===== src/design/pal_pkg.sv =====
// Package for the positional array list: operation and status codes, field widths
// and parameter defaults. No dependencies.
// Used by the channel interfaces and by the top level.
package pal_pkg;

  localparam int unsigned DEPTH_DEF       = 16;
  localparam int unsigned ENTRY_WIDTH_DEF = 32;
  localparam int unsigned OP_W            = 3;
  localparam int unsigned STATUS_W        = 2;

  // Operation codes carried by an input item.
  typedef enum logic [OP_W-1:0] {
    OP_INSERT   = 3'd0,
    OP_DELETE   = 3'd1,
    OP_RETRIEVE = 3'd2,
    OP_REPLACE  = 3'd3,
    OP_CLEAR    = 3'd4
  } op_e;

  // Status codes returned with every result item.
  typedef enum logic [STATUS_W-1:0] {
    ST_OK      = 2'd0,
    ST_BAD_POS = 2'd1,
    ST_FULL    = 2'd2
  } status_e;

endpackage


===== src/design/pal_if.sv =====
// Valid/ready channel interfaces for the positional array list.
// Depends on pal_pkg for the code widths and the parameter defaults.
interface pal_in_if #(
  parameter int unsigned CNT_W  = $clog2(pal_pkg::DEPTH_DEF + 1),
  parameter int unsigned DATA_W = pal_pkg::ENTRY_WIDTH_DEF
);
  logic                      valid;
  logic                      ready;
  logic [pal_pkg::OP_W-1:0]  op;
  logic [CNT_W-1:0]          position;
  logic [DATA_W-1:0]         value;

  modport source (output valid, output op, output position, output value, input ready);
  modport sink   (input valid, input op, input position, input value, output ready);
endinterface

interface pal_out_if #(
  parameter int unsigned CNT_W  = $clog2(pal_pkg::DEPTH_DEF + 1),
  parameter int unsigned DATA_W = pal_pkg::ENTRY_WIDTH_DEF
);
  logic                valid;
  logic                ready;
  logic [DATA_W-1:0]   read_value;
  pal_pkg::status_e    status;
  logic [CNT_W-1:0]    count;
  logic                is_empty;
  logic                is_full;

  modport source (output valid, output read_value, output status, output count,
                  output is_empty, output is_full, input ready);
  modport sink   (input valid, input read_value, input status, input count,
                  input is_empty, input is_full, output ready);
endinterface


===== src/design/positional_array_list.sv =====
// Top level of the positional array list: sequencer, entry memory and result register.
// Depends on pal_pkg and on the channel interfaces in pal_if.sv.
// The interfaces must be instantiated with CNT_W = $clog2(DEPTH + 1), DATA_W = ENTRY_WIDTH.

// The block keeps an ordered list of up to DEPTH words in a memory with one write
// port and one registered read port. Each input item carries one operation: insert
// a value at a position from 0 to count, delete (and return) the entry at a position
// below count, retrieve an entry, replace an entry, or clear the list. Every item
// yields exactly one result item with a status, the value read, the new count and
// empty and full flags. A bad position, or an insert into a full list, leaves the
// list untouched and is reported in the status. The block works on one item at a
// time and takes no new item until the current one has finished. The shift loop moves
// one entry per cycle through the single memory port pair: an insert reads the top
// entry, shifts the entries from the top down to the position one place up and then
// writes the value (an append writes it at once), a delete reads the entry and
// shifts the entries above it one place down, and a retrieve reads the entry and
// captures the read data. Replace, clear, errors and unknown operations do no read.
// A new item is accepted in the cycle after a result is loaded, even while that
// result still waits for the consumer; the next result is held back until the
// output register is free. The memory needs no clearing after reset, since an
// entry is only ever read after it was written.
module positional_array_list #(
  parameter int unsigned DEPTH       = pal_pkg::DEPTH_DEF,
  parameter int unsigned ENTRY_WIDTH = pal_pkg::ENTRY_WIDTH_DEF
) (
  input  logic      clk_i,
  input  logic      rst_ni,
  pal_in_if.sink    in_i,
  pal_out_if.source out_o
);

  localparam int unsigned CNT_W = $clog2(DEPTH + 1);
  localparam int unsigned AW    = $clog2(DEPTH);
  localparam logic [CNT_W-1:0] DEPTH_C = CNT_W'(DEPTH);

  // Sequencer states. Each shift state moves one entry per cycle.
  typedef enum logic [2:0] {
    S_IDLE,
    S_SHIFT_UP,
    S_WRITE_VAL,
    S_DEL_READ,
    S_SHIFT_DOWN,
    S_RD_WAIT,
    S_FINISH
  } state_e;

  state_e                 state_q, state_d;
  logic [CNT_W-1:0]       count_q, count_d;
  logic [CNT_W-1:0]       pos_q, pos_d;
  logic [CNT_W-1:0]       idx_q, idx_d;
  logic [ENTRY_WIDTH-1:0] val_q, val_d;
  logic [ENTRY_WIDTH-1:0] rd_val_q, rd_val_d;
  pal_pkg::status_e       status_q, status_d;

  logic                   out_valid_q, out_valid_d;
  logic [ENTRY_WIDTH-1:0] out_rd_q, out_rd_d;
  pal_pkg::status_e       out_status_q, out_status_d;
  logic [CNT_W-1:0]       out_count_q, out_count_d;
  logic                   out_empty_q, out_empty_d;
  logic                   out_full_q, out_full_d;

  // Entry memory with one write port and one registered read port.
  logic [ENTRY_WIDTH-1:0] mem_q [DEPTH];
  logic [ENTRY_WIDTH-1:0] rdata_q;
  logic                   we, re;
  logic [AW-1:0]          waddr, raddr;
  logic [ENTRY_WIDTH-1:0] wdata;

  logic             accept;
  pal_pkg::op_e     op_in;

  assign in_i.ready = (state_q == S_IDLE);
  assign accept     = in_i.valid && (state_q == S_IDLE);
  assign op_in      = pal_pkg::op_e'(in_i.op);

  always_comb begin
    state_d      = state_q;
    count_d      = count_q;
    pos_d        = pos_q;
    idx_d        = idx_q;
    val_d        = val_q;
    rd_val_d     = rd_val_q;
    status_d     = status_q;
    out_valid_d  = out_valid_q;
    out_rd_d     = out_rd_q;
    out_status_d = out_status_q;
    out_count_d  = out_count_q;
    out_empty_d  = out_empty_q;
    out_full_d   = out_full_q;
    we           = 1'b0;
    re           = 1'b0;
    waddr        = '0;
    raddr        = '0;
    wdata        = val_q;

    // The consumer takes the waiting result.
    if (out_o.ready) begin
      out_valid_d = 1'b0;
    end

    case (state_q)
      S_IDLE: begin
        if (accept) begin
          pos_d    = in_i.position;
          val_d    = in_i.value;
          rd_val_d = '0;
          status_d = pal_pkg::ST_OK;
          state_d  = S_FINISH;
          case (op_in)
            pal_pkg::OP_INSERT: begin
              // The position check comes before the full check.
              if (in_i.position > count_q) begin
                status_d = pal_pkg::ST_BAD_POS;
              end else if (count_q == DEPTH_C) begin
                status_d = pal_pkg::ST_FULL;
              end else if (in_i.position == count_q) begin
                // Appending needs no shift.
                we      = 1'b1;
                waddr   = in_i.position[AW-1:0];
                wdata   = in_i.value;
                count_d = count_q + CNT_W'(1);
              end else begin
                // Start moving entries up from the top of the list.
                re      = 1'b1;
                raddr   = AW'(count_q - CNT_W'(1));
                idx_d   = count_q;
                state_d = S_SHIFT_UP;
              end
            end
            pal_pkg::OP_DELETE: begin
              if (in_i.position >= count_q) begin
                status_d = pal_pkg::ST_BAD_POS;
              end else begin
                re      = 1'b1;
                raddr   = in_i.position[AW-1:0];
                state_d = S_DEL_READ;
              end
            end
            pal_pkg::OP_RETRIEVE: begin
              if (in_i.position >= count_q) begin
                status_d = pal_pkg::ST_BAD_POS;
              end else begin
                re      = 1'b1;
                raddr   = in_i.position[AW-1:0];
                state_d = S_RD_WAIT;
              end
            end
            pal_pkg::OP_REPLACE: begin
              if (in_i.position >= count_q) begin
                status_d = pal_pkg::ST_BAD_POS;
              end else begin
                we    = 1'b1;
                waddr = in_i.position[AW-1:0];
                wdata = in_i.value;
              end
            end
            pal_pkg::OP_CLEAR: begin
              count_d = '0;
            end
            default: begin
              // Unknown operations change nothing and report success.
            end
          endcase
        end
      end

      S_SHIFT_UP: begin
        // Entry idx-1 arrives from the read port and lands one place higher.
        we    = 1'b1;
        waddr = idx_q[AW-1:0];
        wdata = rdata_q;
        if ((idx_q - CNT_W'(1)) == pos_q) begin
          state_d = S_WRITE_VAL;
        end else begin
          re    = 1'b1;
          raddr = AW'(idx_q - CNT_W'(2));
          idx_d = idx_q - CNT_W'(1);
        end
      end

      S_WRITE_VAL: begin
        we      = 1'b1;
        waddr   = pos_q[AW-1:0];
        wdata   = val_q;
        count_d = count_q + CNT_W'(1);
        state_d = S_FINISH;
      end

      S_DEL_READ: begin
        rd_val_d = rdata_q;
        if ((pos_q + CNT_W'(1)) < count_q) begin
          re      = 1'b1;
          raddr   = AW'(pos_q + CNT_W'(1));
          idx_d   = pos_q + CNT_W'(1);
          state_d = S_SHIFT_DOWN;
        end else begin
          count_d = count_q - CNT_W'(1);
          state_d = S_FINISH;
        end
      end

      S_SHIFT_DOWN: begin
        // Entry idx arrives from the read port and lands one place lower.
        we    = 1'b1;
        waddr = AW'(idx_q - CNT_W'(1));
        wdata = rdata_q;
        if ((idx_q + CNT_W'(1)) < count_q) begin
          re    = 1'b1;
          raddr = AW'(idx_q + CNT_W'(1));
          idx_d = idx_q + CNT_W'(1);
        end else begin
          count_d = count_q - CNT_W'(1);
          state_d = S_FINISH;
        end
      end

      S_RD_WAIT: begin
        rd_val_d = rdata_q;
        state_d  = S_FINISH;
      end

      S_FINISH: begin
        // Load the result once the output register is free.
        if (!out_valid_q || out_o.ready) begin
          out_valid_d  = 1'b1;
          out_rd_d     = rd_val_q;
          out_status_d = status_q;
          out_count_d  = count_q;
          out_empty_d  = (count_q == '0);
          out_full_d   = (count_q == DEPTH_C);
          state_d      = S_IDLE;
        end
      end

      default: begin
        state_d = S_IDLE;
      end
    endcase
  end

  always_ff @(posedge clk_i or negedge rst_ni) begin
    if (!rst_ni) begin
      state_q      <= S_IDLE;
      count_q      <= '0;
      pos_q        <= '0;
      idx_q        <= '0;
      val_q        <= '0;
      rd_val_q     <= '0;
      status_q     <= pal_pkg::ST_OK;
      out_valid_q  <= 1'b0;
      out_rd_q     <= '0;
      out_status_q <= pal_pkg::ST_OK;
      out_count_q  <= '0;
      out_empty_q  <= 1'b1;
      out_full_q   <= 1'b0;
    end else begin
      state_q      <= state_d;
      count_q      <= count_d;
      pos_q        <= pos_d;
      idx_q        <= idx_d;
      val_q        <= val_d;
      rd_val_q     <= rd_val_d;
      status_q     <= status_d;
      out_valid_q  <= out_valid_d;
      out_rd_q     <= out_rd_d;
      out_status_q <= out_status_d;
      out_count_q  <= out_count_d;
      out_empty_q  <= out_empty_d;
      out_full_q   <= out_full_d;
    end
  end

  always_ff @(posedge clk_i) begin
    if (we) begin
      mem_q[waddr] <= wdata;
    end
    if (re) begin
      rdata_q <= mem_q[raddr];
    end
  end

  assign out_o.valid      = out_valid_q;
  assign out_o.read_value = out_rd_q;
  assign out_o.status     = out_status_q;
  assign out_o.count      = out_count_q;
  assign out_o.is_empty   = out_empty_q;
  assign out_o.is_full    = out_full_q;

  // The list never holds more than DEPTH entries.
  a_count_bound: assert property (@(posedge clk_i) disable iff (!rst_ni)
    count_q <= DEPTH_C)
    else $error("entry count exceeds the list depth");

  // A failed operation never returns data.
  a_err_no_data: assert property (@(posedge clk_i) disable iff (!rst_ni)
    out_o.valid && (out_o.status != pal_pkg::ST_OK) |-> out_o.read_value == '0)
    else $error("error result carries a read value");

  // With no item in flight and none offered, the count stays put.
  a_count_idle: assert property (@(posedge clk_i) disable iff (!rst_ni)
    (state_q == S_IDLE) && !in_i.valid |=> $stable(count_q))
    else $error("entry count changed while idle");

endmodule

===== src/flat_wrapper.sv =====
// flat-port wrapper written by rule: the top's interface ports become plain ports
module positional_array_list_flat 
#(
  parameter int unsigned DEPTH       = pal_pkg::DEPTH_DEF,
  parameter int unsigned ENTRY_WIDTH = pal_pkg::ENTRY_WIDTH_DEF
)
  (clk_i, rst_ni, in_i_valid, in_i_op, in_i_position, in_i_value, in_i_ready, out_o_valid, out_o_read_value, out_o_status, out_o_count, out_o_is_empty, out_o_is_full, out_o_ready);
  pal_in_if in_i_i ();
  pal_out_if out_o_i ();
  input  logic clk_i;
  input  logic rst_ni;
  input wire logic [$bits(in_i_i.valid)-1:0] in_i_valid;
  input wire logic [$bits(in_i_i.op)-1:0] in_i_op;
  input wire logic [$bits(in_i_i.position)-1:0] in_i_position;
  input wire logic [$bits(in_i_i.value)-1:0] in_i_value;
  output wire logic [$bits(in_i_i.ready)-1:0] in_i_ready;
  output wire logic [$bits(out_o_i.valid)-1:0] out_o_valid;
  output wire logic [$bits(out_o_i.read_value)-1:0] out_o_read_value;
  output wire logic [$bits(out_o_i.status)-1:0] out_o_status;
  output wire logic [$bits(out_o_i.count)-1:0] out_o_count;
  output wire logic [$bits(out_o_i.is_empty)-1:0] out_o_is_empty;
  output wire logic [$bits(out_o_i.is_full)-1:0] out_o_is_full;
  input wire logic [$bits(out_o_i.ready)-1:0] out_o_ready;
  assign in_i_i.valid = in_i_valid;
  assign in_i_i.op = in_i_op;
  assign in_i_i.position = in_i_position;
  assign in_i_i.value = in_i_value;
  assign in_i_ready = in_i_i.ready;
  assign out_o_valid = out_o_i.valid;
  assign out_o_read_value = out_o_i.read_value;
  assign out_o_status = out_o_i.status;
  assign out_o_count = out_o_i.count;
  assign out_o_is_empty = out_o_i.is_empty;
  assign out_o_is_full = out_o_i.is_full;
  assign out_o_i.ready = out_o_ready;
  positional_array_list #(.DEPTH(DEPTH), .ENTRY_WIDTH(ENTRY_WIDTH)) u_core (.clk_i(clk_i), .rst_ni(rst_ni), .in_i(in_i_i), .out_o(out_o_i));
endmodule

===== config.mk =====
export PLATFORM = sky130hd
export DESIGN_NAME = positional_array_list_flat
export DESIGN_NICKNAME = d
export VERILOG_FILES = /design/src/design/pal_pkg.sv /design/src/design/pal_if.sv /design/src/design/positional_array_list.sv /design/src/flat_wrapper.sv
export SDC_FILE = /design/constraint.sdc
export NUM_CORES = 1
export LEC_CHECK = 0
export BUFFER_PORTS_ARGS = -buffer_cell sky130_fd_sc_hd__buf_4
export CORE_MARGIN = 5
export CORE_UTILIZATION = 35
export CTS_BUF_LIST = sky130_fd_sc_hd__clkbuf_8
export CTS_CLUSTER_DIAMETER = 80
export DETAILED_ROUTE_END_ITERATION = 8
export SYNTH_ARGS = -nofsm -noshare
export SYNTH_HDL_FRONTEND = slang
export SYNTH_SLANG_ARGS = --single-unit

===== constraint.sdc =====
create_clock -name clk_i -period 4.78 [get_ports clk_i]
set_input_delay 0.717 -clock clk_i [delete_from_list [all_inputs] [get_ports clk_i]]
set_output_delay 0.717 -clock clk_i [all_outputs]
set_load 0.005 [all_outputs]

==> flow_summary.yaml <==
logic_synthesis:
  ys_ff_latch: 670
  post-synth-top-count-cell: "edfxtp_1"
  yosysTopAreaCellShare_pct: 56.66
  async_reset_ff_share_pct: 18.81
  netlist_top_cells_area: "edfxtp_1 57%, dfrtp_1 11%, mux2i_1 5.6%"
  yosysUniqueCellTypes: 75
  yosysTopAreaCell: "edfxtp_1"
  synth_edf_count: 544
  syn_area_um2: 28830
  avgSynthCellArea_um2: 14.24
  netlist_instances: 2025
  ys_seq_area_share_pct: 67.60
  synth_warnings: 0
  syn_nets: 2091
  synth.top_cells.by_count: "544 x edfxtp_1, 347 x nand2_1, 162 x mux2i_1, 125 x dfrtp_1, 110 x mux2_2"
  synth_flop_cell: "edfxtp_1"
timing:
  worst_slew_margin_rel_pct: 23.28
  finClkSkew_ns: 0.04692
  slew_viol_final: 0
  finalCritPeriodShare_pct: 95.10
  fmax_ghz: 0.2200
  finalHoldViolations: 0
  setup_viol_count_final: 0
  rsz0062_at_grt: "false"
  fin_ws_ns: 0.2343
  holdWs_ns: 0.09750
  tightest_slew_ns: 1.151
  timing.final.crit_period_ns: 4.546
worst_setup_path:
  cp_slowest_cell: "and2b_2"
  path_class: "register to register"
  max_stage_delay_ns: 0.99
  critPathCaptureType: "register"
  critPathLaunchType: "register"
  path_max_fanout: 22
  rr_worst_depth: 13
  worstReg2RegStart: "u_core.idx_q[0]$_DFFE_PN0P_"
  crit_top_cell: "ha_1"
  arrival_ns: 4.99
  cp.required_ns: 5.22
  r2r_slack_ns: 0.23
  r2r_end: "u_core.rdata_q[16]$_DFFE_PP_"
  path_cells: "ha_1 -> nand3_1 -> xnor2_1 -> ha_1 -> nor3_1 -> o21a_1 -> a21oi_2 -> nand2b_1 -> o211ai_2 -> and2b_2 -> buf_4 -> a221oi_2 -> and3_1"
worst_hold_path:
  hp-class: "primary input to asynchronous set/reset pin"
clocking:
  clk_path_buf_depth: 3
  root_buffer: "clkbuf_8"
  cts_setup_buffers: 0
  clock-sinks: 670
  ctsHoldBuffers: 0
  cts_tree: "yes"
  clk_pin_slew_worst_paths_ns: 0.06
  numCtsBuffers: 102
  worstSkewPairLatency_ns: 0.71
  cts_resized: 0
  h-tree-depth: 3
detailed_routing:
  dr.max_layer_used: "met5"
  wl_met1_um: 33590
  wl_met3_um: 6503
  first_iter_violations: 1485
  routed-via-count: 18230
  viasPerCell: 5.438
  drt_pre_antenna_iters: 5
  detail-route-antenna-nets: 0
  drc: 0
  dr_wl_met2_um: 37820
  wl_per_cell_um: 23.88
  wirelength_um: 80070
placement:
  port_buffers: 86
  place_hpwl_um: 50340
  gp_congestion: 0.8542
  post-place-ws_ns: 0.2928
global_routing:
  grt_max_degree: 94
  grt_pass1_wl_um: 119200
  antenna_found_initial: 5
  grt_use_total_pct: 17.57
  gr-total-overflow: 0
  grt_pass1_vias: 18350
die:
  die_width_um: 297.0
  die_y_um: 297.0
  coreArea_um2: 81850
  start_util_pct: 35.23
  boundaryPins: 87
  rows: 105
  floorplan.die_area_um2: 88210
power_and_ir_drop:
  p_leak_uw: 0.01220
  ir_drop_v: 0.0008126
  power_per_cell_area_nw_per_um2: 802.2
layout:
  area_delta_synth_final_pct: 16.03
  multi_input_area_um2: 8853
  seq_area_um2: 19490
  drive_gt1_share_pct: 24.19
  utilization_pct: 40.87
  fill_cells: 7448
  nets: 2263
outcome:
  status: "complete, no violations"
run:
  maxCapViolations: 0
per-layer routing:
metal / vias to the layer above / global-route usage [%]
li1: 8128 / -
met1: 9164 / 23.83
met2: 795 / 28.84
met3: 145 / 3.189
met4: 2 / 5.631
met5: - / 0
placed cells by master (no fill, tap or decap), types with 50 or more instances in the layout:
master,count
mux2_2,110
edfxtp_1,544
buf_4,178
a32oi_1,64
o22ai_1,55
mux2i_1,162
nand2_1,346
inv_1,50
clkbuf_8,116
dfrtp_1,124
logic make-up (layout without fill, tap and decap cells):
family	Yosys count	count (layout)	synth area share, %
DFF	670	670	67.60
and+or+nand+nor	570	570	9.448
AOI/OAI and AO/OA	328	328	9.057
muxes	272	272	9.921
buffers and inverters	146	403	2.456
adders and majority gates	22	22	0.9547
xor gates and xnor gates	17	17	0.5641
other	0	1	0
through the flow:
step / power, uW / std cells / TNS, ns / instance area, um2
2_1_floorplan: 17480 / 2025 / -8.008 / 28830
3_3_place_gp: 21990 / 3163 / 0 / 31420
3_5_place_dp: 22250 / 3163 / 0 / 31420
4_1_cts: 26930 / 3352 / 0 / 33450
5_1_grt: 28210 / 3353 / 0 / 33450
6_report: 26840 / 3353 / 0 / 33450
where the power goes:
| part | switching [uW] | internal [uW] |
|---|---|---|
| Clock | 2210 | 2440 |
| Combinational | 7550 | 4260 |
| Sequential | 889 | 9490 |
| Total | 10700 | 16200 |
critical path: cells and delay by family (launching register included):
family | cells | cell delay (ns)
adders and majority gates | 2 | 0.56
AOI/OAI and AO/OA | 4 | 0.88
xor gates and xnor gates | 1 | 0.36
DFF | 1 | 0.60
and+or+nand+nor | 5 | 1.50
buffers and inverters | 1 | 0.37
worst max-delay path by stage:
stage,startpoint,cells past startpoint,end,slack (ns)
after detailed placement,u_core.idx_q[0]$_DFFE_PN0P_,13,u_core.rdata_q[19]$_DFFE_PP_,0.29
after global routing,u_core.idx_q[0]$_DFFE_PN0P_,13,u_core.rdata_q[22]$_DFFE_PP_,0.06
final,u_core.idx_q[0]$_DFFE_PN0P_,13,u_core.rdata_q[16]$_DFFE_PP_,0.23
after floorplan,in_i_position[1],11,u_core.mem_q[8][0]$_DFFE_PP_,-0.07
after global placement,u_core.idx_q[0]$_DFFE_PN0P_,13,u_core.rdata_q[15]$_DFFE_PP_,0.33
after CTS,u_core.idx_q[0]$_DFFE_PN0P_,13,u_core.rdata_q[16]$_DFFE_PP_,0.26
registers in the layout, indices dropped and copies added (netlist names), 2 cells and up:
| signal | cells |
|---|---|
| u_core.state_q | 3 |
| u_core.mem_q | 512 |
| u_core.rd_val_q | 32 |
| u_core.status_q | 2 |
| u_core.out_o.count | 5 |
| u_core.idx_q | 5 |
| u_core.out_o.status | 2 |
| u_core.count_q | 5 |
| u_core.val_q | 32 |
| u_core.pos_q | 5 |
| u_core.rdata_q | 32 |
| u_core.out_o.read_value | 32 |
area by class of cell:
class | instances | share of cell area [%]
inverters | 19 | 0.2132
multi-input cells | 1209 | 26.47
clock inverters | 73 | 1.290
repair buffers | 195 | 4.986
flip-flops and latches | 670 | 58.26
clock buffers | 116 | 4.772
diodes | 1 | 0.007480
well taps | 1070 | 4.002
(Power assumes the default switching activity.)
